`config.mk`:
```
export PLATFORM = sky130hd
export DESIGN_NAME = msb_first_bit_packer
export DESIGN_NICKNAME = d
export VERILOG_FILES = /design/src/sv/mbp_pkg.sv /design/src/sv/mbp_ctrl.sv /design/src/sv/mbp_datapath.sv /design/src/sv/msb_first_bit_packer.sv
export VERILOG_INCLUDE_DIRS = /design/src /design/src/sv
export SDC_FILE = /design/constraint.sdc
export NUM_CORES = 1
export LEC_CHECK = 0
export ABC_AREA = 1
export BUFFER_PORTS_ARGS = -buffer_cell sky130_fd_sc_hd__buf_4
export CORE_UTILIZATION = 39
export CTS_CLUSTER_DIAMETER = 200
export CTS_CLUSTER_SIZE = 12
export DETAILED_ROUTE_END_ITERATION = 12
export PLACE_DENSITY = 0.66
export SLEW_MARGIN = 20
export SYNTH_ARGS = -nofsm -noshare
export SYNTH_HDL_FRONTEND = slang
export SYNTH_HIERARCHICAL = 1
export SYNTH_SLANG_ARGS = --single-unit
```
`constraint.sdc`:
```
create_clock -name clk -period 3.4 [get_ports clk]
set_input_delay 0.51 -clock clk [delete_from_list [all_inputs] [get_ports clk]]
set_output_delay 0.51 -clock clk [all_outputs]
set_load 0.1 [all_outputs]
```
`src/sv/assert_macros.svh`:
```
// Assertion macros shared by the bit packer RTL.
`ifndef ASSERT_MACROS_SVH
`define ASSERT_MACROS_SVH

// Property checked at every rising clock edge outside reset.
`define ASSERT_CLK(lbl, prop, msg) \
    lbl: assert property (@(posedge clk) disable iff (!rst_n) (prop)) else $error(msg);

// Antecedent in one cycle implies consequent in the next cycle.
`define ASSERT_NEXT(lbl, ante, cons, msg) \
    lbl: assert property (@(posedge clk) disable iff (!rst_n) (ante) |=> (cons)) else $error(msg);

`endif

```
`src/sv/mbp_pkg.sv`:
```
// Package with types and constants for the MSB-first bit packer.
package mbp_pkg;

    localparam int MAX_FIELD  = 64;
    localparam int BYTE_BITS  = 8;
    localparam int LEN_W      = 7;
    localparam int STREAM_W   = MAX_FIELD + BYTE_BITS;
    localparam int CNT_W      = 4;

    typedef enum logic [0:0] {
        ST_IDLE,
        ST_EMIT
    } state_t;

    typedef struct packed {
        logic load;
        logic shift;
    } cmd_t;

    typedef struct packed {
        logic zero_bytes;
        logic last_byte;
    } status_t;

endpackage

```
`src/sv/mbp_ctrl.sv`:
```
// Controller state machine of the MSB-first bit packer.
module mbp_ctrl
    import mbp_pkg::*;
(
    input  logic    clk,
    input  logic    rst_n,
    input  logic    field_valid,
    output logic    field_ready,
    output logic    byte_valid,
    input  logic    byte_ready,
    input  status_t status,
    output cmd_t    cmd
);

    state_t state_reg;
    state_t state_next;

    always_ff @(posedge clk or negedge rst_n)
    begin
        if (!rst_n)
        begin
            state_reg <= ST_IDLE;
        end
        else
        begin
            state_reg <= state_next;
        end
    end

    always_comb
    begin
        state_next  = state_reg;
        field_ready = 1'b0;
        byte_valid  = 1'b0;
        cmd         = '0;
        case (state_reg)
            ST_IDLE:
            begin
                field_ready = 1'b1;
                if (field_valid)
                begin
                    cmd.load = 1'b1;
                    if (!status.zero_bytes)
                    begin
                        state_next = ST_EMIT;
                    end
                end
            end
            ST_EMIT:
            begin
                byte_valid = 1'b1;
                if (byte_ready)
                begin
                    cmd.shift = 1'b1;
                    if (status.last_byte)
                    begin
                        state_next = ST_IDLE;
                    end
                end
            end
            default:
            begin
                state_next = ST_IDLE;
            end
        endcase
    end

endmodule

```
`src/sv/mbp_datapath.sv`:
```
// Datapath of the MSB-first bit packer: pending bits, bit stream and byte counter.
module mbp_datapath
    import mbp_pkg::*;
(
    input  logic                 clk,
    input  logic                 rst_n,
    input  logic [MAX_FIELD-1:0] field_value,
    input  logic [LEN_W-1:0]     field_length,
    input  logic                 flush,
    input  cmd_t                 cmd,
    output status_t              status,
    output logic [BYTE_BITS-1:0] out_byte,
    output logic                 last
);

    logic [BYTE_BITS-1:0] pending_bits_reg;
    logic [2:0]           pending_count_reg;
    logic [STREAM_W-1:0]  stream_reg;
    logic [CNT_W-1:0]     count_reg;
    logic [2:0]           rem_reg;
    logic                 flushed_reg;

    logic [LEN_W-1:0]     len_sat;
    logic [LEN_W-1:0]     left_shift;
    logic [MAX_FIELD-1:0] field_left;
    logic [STREAM_W-1:0]  stream_next;
    logic [LEN_W-1:0]     total;
    logic [2:0]           rem;
    logic                 flush_hit;
    logic [CNT_W-1:0]     nbytes;

    always_comb
    begin
        len_sat     = (field_length > LEN_W'(MAX_FIELD)) ? LEN_W'(MAX_FIELD) : field_length;
        left_shift  = LEN_W'(MAX_FIELD) - len_sat;
        // Left-aligning the field drops every bit above its length.
        field_left  = field_value << left_shift;
        stream_next = {pending_bits_reg, {MAX_FIELD{1'b0}}}
                    | ({field_left, {BYTE_BITS{1'b0}}} >> pending_count_reg);
        total       = LEN_W'(pending_count_reg) + len_sat;
        rem         = total[2:0];
        flush_hit   = flush && (rem != 3'd0);
        nbytes      = CNT_W'(total[LEN_W-1:3]) + CNT_W'(flush_hit);
    end

    assign status.zero_bytes = (nbytes == '0);
    assign status.last_byte  = (count_reg == CNT_W'(1));
    assign out_byte          = stream_reg[STREAM_W-1 -: BYTE_BITS];
    assign last              = (count_reg == CNT_W'(1));

    always_ff @(posedge clk or negedge rst_n)
    begin
        if (!rst_n)
        begin
            pending_bits_reg  <= '0;
            pending_count_reg <= '0;
            count_reg         <= '0;
            rem_reg           <= '0;
            flushed_reg       <= 1'b0;
        end
        else if (cmd.load)
        begin
            count_reg   <= nbytes;
            rem_reg     <= rem;
            flushed_reg <= flush_hit;
            if (nbytes == '0)
            begin
                pending_bits_reg  <= stream_next[STREAM_W-1 -: BYTE_BITS];
                pending_count_reg <= rem;
            end
        end
        else if (cmd.shift)
        begin
            count_reg <= count_reg - CNT_W'(1);
            if (count_reg == CNT_W'(1))
            begin
                pending_bits_reg  <= flushed_reg ? '0
                                   : stream_reg[STREAM_W-BYTE_BITS-1 -: BYTE_BITS];
                pending_count_reg <= flushed_reg ? 3'd0 : rem_reg;
            end
        end
    end

    always_ff @(posedge clk)
    begin
        if (cmd.load)
        begin
            stream_reg <= stream_next;
        end
        else if (cmd.shift)
        begin
            stream_reg <= stream_reg << BYTE_BITS;
        end
    end

endmodule

```
`src/sv/msb_first_bit_packer.sv`:
```
// Top level of the MSB-first bit packer: controller and datapath.
//
// Input channel (field_valid / field_ready) carries one transaction per field:
// field_value holds up to 64 bits right-aligned, field_length the count of bits
// to append (values above 64 count as 64), and flush requests that a partial
// byte be emitted, left-aligned and zero padded, after the field is appended.
// Output channel (byte_valid / byte_ready) carries one transaction per
// completed byte; last marks the final byte caused by an input transaction.
// An input that completes no byte produces no output transaction.
// Latency: the first byte is offered the cycle after the input is accepted.
// Throughput: one byte per cycle while the receiver takes them; an input
// yields N = 0 to 9 bytes, and an input that yields no byte leaves the
// controller idle. The byte shift register drains one byte a cycle and
// the next input is accepted once the last byte is taken.
// When the receiver stalls, the current byte and last stay unchanged and
// no further input is accepted.
// Reset (rst_n low, asynchronous) clears the pending bits and returns the
// controller to idle, ready for an input.
`include "assert_macros.svh"

module msb_first_bit_packer
    import mbp_pkg::*;
(
    input  logic                 clk,
    input  logic                 rst_n,
    input  logic                 field_valid,
    output logic                 field_ready,
    input  logic [MAX_FIELD-1:0] field_value,
    input  logic [LEN_W-1:0]     field_length,
    input  logic                 flush,
    output logic                 byte_valid,
    input  logic                 byte_ready,
    output logic [BYTE_BITS-1:0] out_byte,
    output logic                 last
);

    cmd_t    cmd;
    status_t status;

    // The controller sequences loading a field and draining its bytes.
    mbp_ctrl u_ctrl (
        .clk         (clk),
        .rst_n       (rst_n),
        .field_valid (field_valid),
        .field_ready (field_ready),
        .byte_valid  (byte_valid),
        .byte_ready  (byte_ready),
        .status      (status),
        .cmd         (cmd)
    );

    // The datapath merges the field with the pending bits and shifts bytes out.
    mbp_datapath u_datapath (
        .clk          (clk),
        .rst_n        (rst_n),
        .field_value  (field_value),
        .field_length (field_length),
        .flush        (flush),
        .cmd          (cmd),
        .status       (status),
        .out_byte     (out_byte),
        .last         (last)
    );

    // Input and output are never offered in the same cycle.
    `ASSERT_CLK(a_ready_excl, !(field_ready && byte_valid), "ready while a byte is pending")
    // A byte taken without last must be followed by another byte.
    `ASSERT_NEXT(a_more_bytes, byte_valid && byte_ready && !last, byte_valid, "byte run ended early")
    // An empty field without flush produces no byte.
    `ASSERT_NEXT(a_empty_field, field_valid && field_ready && field_length == '0 && !flush, !byte_valid, "empty field made a byte")

endmodule

```
Word-level counts from Yosys, hierarchy flattened
Cells that the tools add are included.
{ "word_totals": {"reg_bits": 92} }
{ "op_classes": {"n_addsub": 4, "magnitude_cmp": 1, "n_mux": 26, "shifts": 2, "n_eq_ne": 2, "bitwise_logic": 2, "reduce_logical": 6} }
{ "op_table": {"columns": ["cell", "count"], "rows": [
  ["$mux 72", 2],
  ["$or 72x72->72", 1],
  ["$shr 72x3->72", 1],
  ["$shl 64x7->64", 1],
  ["$mux 8", 5],
  ["$mux 3", 5],
  ["$mux 1", 10],
  ["$mux 4", 2],
  ["$add 3x7->7", 1],
  ["$gt 7x7->1 const B", 1],
  ["$mux 7", 1],
  ["$sub 7x7->7 const A", 1],
  ["$add 4x1->4", 1],
  ["$eq 4x1->1 const B", 1],
  ["$logic_not 4->1", 1],
  ["$reduce_bool 2->1", 2],
  ["$sub 4x1->4 const B", 1],
  ["$reduce_and 3->1", 1],
  ["$reduce_bool 3->1", 1],
  ["$ne 2x1->1 const B", 1],
  ["$pmux 1 s2", 1],
  ["$logic_and 1x1->1", 1],
  ["$not 1->1", 1]
]} }

Logic depth before layout (Yosys ltp)
Gate-level depths: netlist of run 1.
{ "depth": {"word_depth": 10, "depth_mapped": 26, "mapped_depth_nobuf": 24} }

Cells and area by module
The synthesis of run 1 kept the hierarchy.
{ "by_module_without_submodules": {"columns": ["mod", "cells_per_inst", "area_each_um2", "seq_area_each_um2", "instances"], "rows": [
  ["mbp_datapath", 1747, 10420.0, 2607.5, 1],
  ["mbp_ctrl", 11, 68.8, 25.0, 1]
]} }

Worst setup path after synthesis of run 1
No wires, ideal clock.
{ "synth_path": {"path_type": "register -> register", "from": "reg u_ctrl.state_reg", "to": "reg u_datapath.count_reg[1]", "stages_incl_launch_ff": 6, "period_less_slack_ns": 3.365, "arrival_time_ns": 3.146, "path_slack_ns": 0.035, "cell_sequence": "dfrtp_1 nor2_1 clkbuf_1 nor2_1 inv_1 o221ai_1"} }
{ "synth_rtl": {"columns": ["item", "line", "text"], "rows": [
  ["start: declaration", "mbp_ctrl.sv:15", "state_t state_reg;"],
  ["start signal: assignment", "mbp_ctrl.sv:26", "state_reg <= state_next;"],
  ["end signal: assignment", "mbp_datapath.sv:63", "count_reg <= nbytes;"],
  ["end signal: assignment", "mbp_datapath.sv:74", "count_reg <= count_reg - CNT_W'(1);"],
  ["end: declaration", "mbp_datapath.sv:19", "logic [CNT_W-1:0] count_reg;"]
]} }

Worst setup path in the final report of run 1
{ "layout_path": {"from": "in field_length[2]", "to": "reg u_datapath.stream_reg[44] (data pin)"} }
{ "layout_between": {"elab_chain_cells": 7} }
{ "layout_lines": {"columns": ["item", "line", "text"], "rows": [
  ["start: declaration", "msb_first_bit_packer.sv:29", "input logic [LEN_W-1:0] field_length,"],
  ["$gt 7x7->1", "mbp_datapath.sv:34", "len_sat = (field_length > LEN_W'(MAX_FIELD)) ? LEN_W'(MAX_FIELD) : field_length;"],
  ["$mux 7 *", "mbp_datapath.sv:34", null],
  ["$sub 7x7->7 *", "mbp_datapath.sv:35", "left_shift = LEN_W'(MAX_FIELD) - len_sat;"],
  ["$shl 64x7->64 *", "mbp_datapath.sv:37", "field_left = field_value << left_shift;"],
  ["$shr 72x3->72 *", "mbp_datapath.sv:39", "| ({field_left, {BYTE_BITS{1'b0}}} >> pending_count_reg);"],
  ["$or 72x72->72 *", "mbp_datapath.sv:39", null],
  ["$mux 72 *", "mbp_datapath.sv:86", "if (cmd.load)"],
  ["end signal: assignment", "mbp_datapath.sv:88", "stream_reg <= stream_next;"],
  ["end signal: assignment", "mbp_datapath.sv:92", "stream_reg <= stream_reg << BYTE_BITS;"],
  ["end: declaration", "mbp_datapath.sv:18", "logic [STREAM_W-1:0] stream_reg;"]
]} }
Mark *: on every way between the ends. The rest lies on a longest branch, timed or not.
A chain may end at the register's enable or synchronous reset.

==> results.sh, run 1 <==
export IMPL_postSynthAreaPerCell_um2=5.966
export IMPL_floorplan_die_area_um2=27550
export IMPL_syn_num_nets=1842
export IMPL_yosys_warnings=6
export IMPL_cpLargestDelayFamily="simple AND/OR/NAND/NOR gates"
export IMPL_rr_startpoint="u_datapath/pending_count_reg[0]$_DFFE_PN0P_"
export IMPL_async_reset_ff_share_pct=21.98
export IMPL_rsz0062_at_grt="false"
export IMPL_place_area_um2=12060
export IMPL_clkTransAtPathRegs_ns=0.07
export IMPL_powerDensity_nw_per_um2=654.0
export IMPL_synth_edff_count=71
export IMPL_final_nets=1942
export IMPL_cellLeakagePower_nw=5.847
export IMPL_die_y_um=166.0
export IMPL_drt_vias_per_instance=5.609
export IMPL_placement_setup_worst_slack_ns=-0.2601
export IMPL_num_io_pins=87
export IMPL_fill_cells=2761
export IMPL_clock_tree_root_cell="clkbuf_16"
export IMPL_global_route_usage_total_pct=25.44
export IMPL_slowest_delay_ns=0.30
export IMPL_detailroute_wirelength_met3_um=1720
export IMPL_syn_inst=1758
export IMPL_worstPathRequired_ns=3.49
export IMPL_drt_pre_antenna_iters=10
export IMPL_start_util_pct=40.02
export IMPL_slew_violations=0
export IMPL_final_design_area_no_fill_um2=12390
export IMPL_drt_wirelength_per_cell_um=15.67
export IMPL_cp_slowest_cell="a31oi_1"
export IMPL_route_detailed_drc=7
export IMPL_cts_sink_count=91
export IMPL_critical_path_class="input pin to flop"
export IMPL_cts_tree="yes"
export IMPL_crit_fanout=30
export IMPL_core_area_um2=26210
export IMPL_r2r_cells=16
export IMPL_die_w_um=166.0
export IMPL_grt_pass1_vias=11550
export IMPL_cts_buffer_depth=2
export IMPL_worst_hold_slack_ns=0.03384
export IMPL_antenna_violating_nets_post_route=0
export IMPL_status="finished with violations"
export IMPL_routed_via_count=12330
export IMPL_cap_violations=0
export IMPL_gp_congestion=0.9505
export IMPL_origin_of_the_worst_setup_path="field_length[2]"
export IMPL_flow_area_growth_from_synthesis_pct=18.08
export IMPL_setup_viol_count_final=0
export IMPL_arrival_ns=3.20
export IMPL_clk_skew_ns=0.009650
export IMPL_met2RoutedLength_um=16550
export IMPL_num_rows=59
export IMPL_dp_hpwl_um=26930
export IMPL_postSynthRegisterBits=91
export IMPL_wire_length_of_the_first_global_routing_pass_um=57280
export IMPL_startpoint_class_of_the_critical_path="input pin"
export IMPL_max_clock_freq_mhz=321.1
export IMPL_synth_seq_area_share_pct=25.10
export IMPL_cp_end_kind="flop"
export IMPL_synth_top_area_cell="nand3_1"
export IMPL_cp_cell_sequence="buf_4 -> inv_1 -> nand3b_1 -> inv_1 -> nand2_1 -> nand2_1 -> nand2_1 -> ha_2 -> inv_1 -> nor2_2 -> nand2_1 -> xor2_4 -> buf_12 -> buf_4 -> nand3_1 -> nand3_1 -> a21oi_1 -> a31oi_1 -> o21ai_0 -> nand2_1 -> nand3_1"
export IMPL_slew_limit_headroom_pct=48.82
export IMPL_n_antenna_cell=0
export IMPL_drt_iter0_drc=1208
export IMPL_holdBufCountCts=0
export IMPL_wl_met1_um=15640
export IMPL_most_common_cell_on_crit_path="nand2_1"
export IMPL_routed_wire_length_um=34450
export IMPL_antenna_found_initial=0
export IMPL_finalWorstPathRequiredPeriod_ns=3.114
export IMPL_grt_remaining_overflow=0
export IMPL_fin_ws_ns=0.2862
export IMPL_cts_made_buffers=9
export IMPL_synth_flop_cell="edfxtp_1"
export IMPL_timing_final_hold_violations=0
export IMPL_largest_register_ffs=71
export IMPL_synth_top_cell_area_share_pct=33.88
export IMPL_synth_area_leaders="nand3_1, edfxtp_1, nand2_1"
export IMPL_cp_buffers_inverters=6
export IMPL_cts_htree_levels=3
export IMPL_failed_checks="design-rule violations"
export IMPL_vdd_ir_drop_worst_v=0.0003600
export IMPL_worst_skew_pair_late_latency_ns=0.34
export IMPL_highest_layer="met4"
export IMPL_grt_start_max_net_pins=70
export IMPL_hold_path_class="input pin to asynchronous set/reset pin"
export IMPL_layout_worst_path_cycle_share_pct=91.58
export IMPL_synth_area_um2=10490
export IMPL_yosys_cell_types_count=43
export IMPL_port_buffers=86
export IMPL_critical_path_cell_count=21
export IMPL_worst_pin_slew_ns=0.7669
export IMPL_drive_above_1_share_pct=14.76
per-stage QoR:
step	std cells	total power [mW]	setup TNS (ns)	util, %
after floorplan	1758	5.658	0	-
after global placement	2182	6.992	-0.6222	46.00
after detailed placement	2182	7.057	-2.471	46.00
after CTS	2198	8.102	0	47.20
after global routing	2198	8.780	0	47.26
final	2198	8.100	0	47.26
cell usage after synthesis (18+ instances only):
cell type and n:
a21oi_1 18, buf_1 21, buf_2 44, buf_4 26
clkbuf_1 38, dfrtp_1 20, edfxtp_1 71, inv_1 102
nand2_1 471, nand3_1 710, nand4_1 19, nor2_1 62
o21ai_0 50
report_power, final:
part | internal (mW) | leakage (nW) | switching [mW]
logic | 1.67 | 4.76 | 3.33
registers | 1.89 | 0.937 | 0.180
clock network | 0.560 | 0.153 | 0.467
worst register-to-register path: stages, from the launching register on:
cell and delay, ns:
dfrtp_2 0.42, nand2_1 0.09, inv_1 0.07, fa_1 0.42, nor2_1 0.10, nor2_1 0.07, o31ai_2 0.26, inv_1 0.08
ha_1 0.21, ha_1 0.31, nor2_1 0.15, nand4_1 0.11, nand2_1 0.11, inv_2 0.08, buf_4 0.14, nor2_1 0.09
a22oi_1 0.08
per-layer routing:
metal	global-route usage, %	vias up
li1	-	6243
met1	34.80	5689
met2	43.51	358
met3	2.193	38
met4	5.445	0
met5	0	-
final timing paths:
| kind | end | slack, ns |
|---|---|---|
| worst max-delay path | u_datapath/stream_reg[44]$_DFFE_PP_ | 0.29 |
| worst min-delay path | u_datapath/count_reg[3]$_DFFE_PN0P_ | 0.03 |
| worst max register to register | u_datapath/pending_bits_reg[5]$_DFFE_PN0P_ | 0.51 |
| worst min register to register | u_datapath/rem_reg[1]$_DFFE_PN0P_ | 0.48 |
| max in group asynchronous | u_datapath/pending_count_reg[0]$_DFFE_PN0P_ | 3.14 |
| min in group clk | u_ctrl/state_reg$_DFF_PN0_ | 0.40 |
kinds of logic after synthesis:
kind of cell	synth area share (%)
compound gates	6.251
xor+xnor	0.5010
fa+ha+maj	1.026
buf+inv	11.14
flops	25.10
simple gates	55.98
layout by cell type (no fill, tap or decap), drive strengths merged, types with 2 or more instances in the layout:
cell / count
nand2: 474
ha: 7
a22oi: 3
clkbuf: 10
o21ai: 61
o211ai: 13
dfrtp: 20
or2: 2
clkinv: 7
and2: 5
buf: 227
a31oi: 2
o221ai: 9
edfxtp: 71
xor2: 5
nor3: 7
nand4: 19
nor2: 67
o22ai: 4
inv: 112
nor3b: 3
a21oi: 19
nand3: 711
area by class of cell:
| class | count | area, um2 | share of cell area (%) |
|---|---|---|---|
| timing repair buffer | 227 | 1842 | 14.87 |
| sequential | 91 | 2635 | 21.27 |
| multi-input combinational | 1416 | 6744 | 54.45 |
| clock inverter | 6 | 62.56 | 0.5051 |
| tap | 335 | 419.2 | 3.384 |
| inverter | 113 | 432.9 | 3.495 |
| clock buffer | 10 | 250.2 | 2.020 |
what timing repair did:
action | in CTS | in global routing
setup endpoints to repair | 0 | 24
resized for setup | 0 | 6
setup buffers | 0 | 0
Note: power is estimated with default switching activity, not from simulation.
==> inputs of run 2 (changes only) <==
- RECOVER_POWER: unset -> 100
==> run 2 against run 1 <==
Net effect: the run ends with design-rule violations, max-capacitance violations, max-slew violations left; critical path depth unchanged; global-route usage stayed put; hold slack improved by 0.31 ns; worst setup slack gained 0.015 ns; sequential cell count did not move; combinational power fell by 2%; clock skew grew 0.0012 ns; critical path type unchanged.
==> results.sh, run 2 (same netlist as run 1, synthesis figures left out) <==
export IMPL_layout_worst_path_cycle_share_pct=91.14
export IMPL_largest_register_ffs=71
export IMPL_drt_wirelength_per_cell_um=15.71
export IMPL_power_share_clock_pct=12.8
export IMPL_die_w_um=166.0
export IMPL_grt_start_max_net_pins=70
export IMPL_num_rows=59
export IMPL_drt_pre_antenna_iters=9
export IMPL_clk_skew_ns=0.01090
export IMPL_clock_tree_root_cell="clkbuf_16"
export IMPL_drive_above_1_share_pct=13.63
export IMPL_routed_via_count=12330
export IMPL_total_power_of_the_final_layout_mw=8.014
export IMPL_cap_violations=1
export IMPL_origin_of_the_worst_setup_path="field_length[2]"
export IMPL_n_antenna_cell=0
export IMPL_antenna_found_initial=0
export IMPL_worstPathRequired_ns=3.49
export IMPL_start_util_pct=40.02
export IMPL_vdd_ir_drop_worst_v=0.0003588
export IMPL_most_common_cell_on_crit_path="nand2_1"
export IMPL_cts_tree="yes"
export IMPL_fill_cells=2774
export IMPL_cp_cell_sequence="buf_4 -> inv_1 -> nand3b_1 -> inv_1 -> nand2_1 -> nand2_1 -> nand2_1 -> ha_2 -> inv_1 -> nor2_2 -> nand2_1 -> xor2_4 -> buf_12 -> buf_4 -> nand3_1 -> nand3_1 -> a21oi_1 -> a31oi_1 -> o21ai_0 -> nand2_1 -> nand3_1"
export IMPL_max_clock_freq_mhz=322.7
export IMPL_worst_hold_slack_ns=0.3444
export IMPL_failed_checks="design-rule violations, max-capacitance violations, max-slew violations"
export IMPL_timing_setup_tns_ns=0
export IMPL_rsz0062_at_grt="false"
export IMPL_gp_congestion=0.9505
export IMPL_hold_path_class="input pin to asynchronous set/reset pin"
export IMPL_cp_buffers_inverters=6
export IMPL_worst_pin_slew_ns=1.630
export IMPL_cellLeakagePower_nw=5.771
export IMPL_startpoint_class_of_the_critical_path="input pin"
export IMPL_drt_vias_per_instance=5.608
export IMPL_timing_final_hold_violations=0
export IMPL_route_detailed_drc=7
export IMPL_routed_wire_length_um=34540
export IMPL_slew_limit_headroom_pct=-8.655
export IMPL_antenna_violating_nets_post_route=0
export IMPL_setup_viol_count_final=0
export IMPL_wire_length_of_the_first_global_routing_pass_um=57280
export IMPL_leading_cell_types_in_the_layout_fill_and_taps_excluded="nand3_1, nand2_1, buf_4"
export IMPL_rr_startpoint="u_ctrl/state_reg$_DFF_PN0_"
export IMPL_grt_remaining_overflow=0
export IMPL_worst_skew_pair_late_latency_ns=0.34
export IMPL_pwr_share_seq_pct=26.0
export IMPL_cp_end_kind="flop"
export IMPL_cts_buffer_depth=2
export IMPL_final_nets=1942
export IMPL_commonest_non_fill_non_tap_cell_in_the_layout="nand3_1"
export IMPL_p_switching_mw=3.974
export IMPL_slew_violations=64
export IMPL_crit_fanout=30
export IMPL_die_y_um=166.0
export IMPL_global_route_usage_total_pct=25.44
export IMPL_p_int_mw=4.040
export IMPL_slowest_delay_ns=0.29
export IMPL_powerDensity_nw_per_um2=652.9
export IMPL_cts_htree_levels=3
export IMPL_cts_setup_buffers=0
export IMPL_clkTransAtPathRegs_ns=0.07
export IMPL_floorplan_die_area_um2=27550
export IMPL_netSwitchingFraction_pct=49.59
export IMPL_flow_area_growth_from_synthesis_pct=17.03
export IMPL_num_io_pins=87
export IMPL_critical_path_class="input pin to flop"
export IMPL_status="finished with violations"
export IMPL_core_area_um2=26210
export IMPL_cp_slowest_cell="a31oi_1"
export IMPL_drt_iter0_drc=1138
export IMPL_power_share_combinational_pct=61.2
export IMPL_dp_hpwl_um=26930
export IMPL_port_buffers=86
export IMPL_finalWorstPathRequiredPeriod_ns=3.099
export IMPL_cpLargestDelayFamily="simple AND/OR/NAND/NOR gates"
export IMPL_arrival_ns=3.19
export IMPL_grt_pass1_vias=11550
export IMPL_cts_sink_count=91
export IMPL_cts_made_buffers=9
[run 2: area by class of cell]
class	count	area [um2]	share of cell area, %
flip-flops and latches	91	2635	21.47
clock buffers	10	250.2	2.039
repair buffers	227	1750	14.26
well taps	335	419.2	3.415
clock inverters	6	62.56	0.5096
inverters	113	432.9	3.527
multi-input cells	1416	6725	54.79
[run 2: what timing repair did]
item / 4_1_cts / 5_1_grt
gates resized for setup: 0 / 6
hold buffers: 0 / 0
endpoints found under the setup margin: 0 / 24
[run 2: through the flow]
| stage | instances | utilization (%) | instance area, um2 | setup WS [ns] |
|---|---|---|---|---|
| 2_1_floorplan | 1758 | - | 10490 | 0.03482 |
| 3_3_place_gp | 2182 | 46.00 | 12060 | -0.1140 |
| 3_5_place_dp | 2182 | 46.00 | 12060 | -0.2601 |
| 4_1_cts | 2198 | 47.20 | 12370 | 0.08531 |
| 5_1_grt | 2198 | 46.84 | 12280 | 0.02081 |
| 6_report | 2198 | 46.84 | 12280 | 0.3014 |
[run 2: final timing paths]
kind | to | slack [ns] | depth (start not counted)
setup / recovery | u_datapath/stream_reg[48]$_DFFE_PP_ | 0.30 | 21
hold / removal | u_datapath/count_reg[3]$_DFFE_PN0P_ | 0.34 | 1
setup reg to reg | u_datapath/stream_reg[60]$_DFFE_PP_ | 0.41 | 4
hold reg to reg | u_datapath/rem_reg[1]$_DFFE_PN0P_ | 0.48 | 2
max in group asynchronous | u_datapath/pending_count_reg[0]$_DFFE_PN0P_ | 2.33 | 1
min in group clk | u_ctrl/state_reg$_DFF_PN0_ | 0.40 | 3
[run 2: metal layers]
metal  up-vias  global-route usage (%)  wire length (um)
met5         -                       0                 0
met4         0                   5.445               624
met3        48                   2.193              1557
met1      5693                   34.80             15860
li1       6244                       -                 -
met2       341                   43.51             16500
[run 2: power groups by stage]
| stage | Clock (mW) | Combinational [mW] | Sequential, mW |
|---|---|---|---|
| 2_1_floorplan | 0 | 3.58 | 2.08 |
| 4_1_cts | 1.05 | 4.98 | 2.08 |
| 6_report | 1.03 | 4.91 | 2.08 |
| 3_3_place_gp | 0 | 4.91 | 2.08 |
| 5_1_grt | 1.10 | 5.46 | 2.14 |
| 3_5_place_dp | 0 | 4.96 | 2.09 |
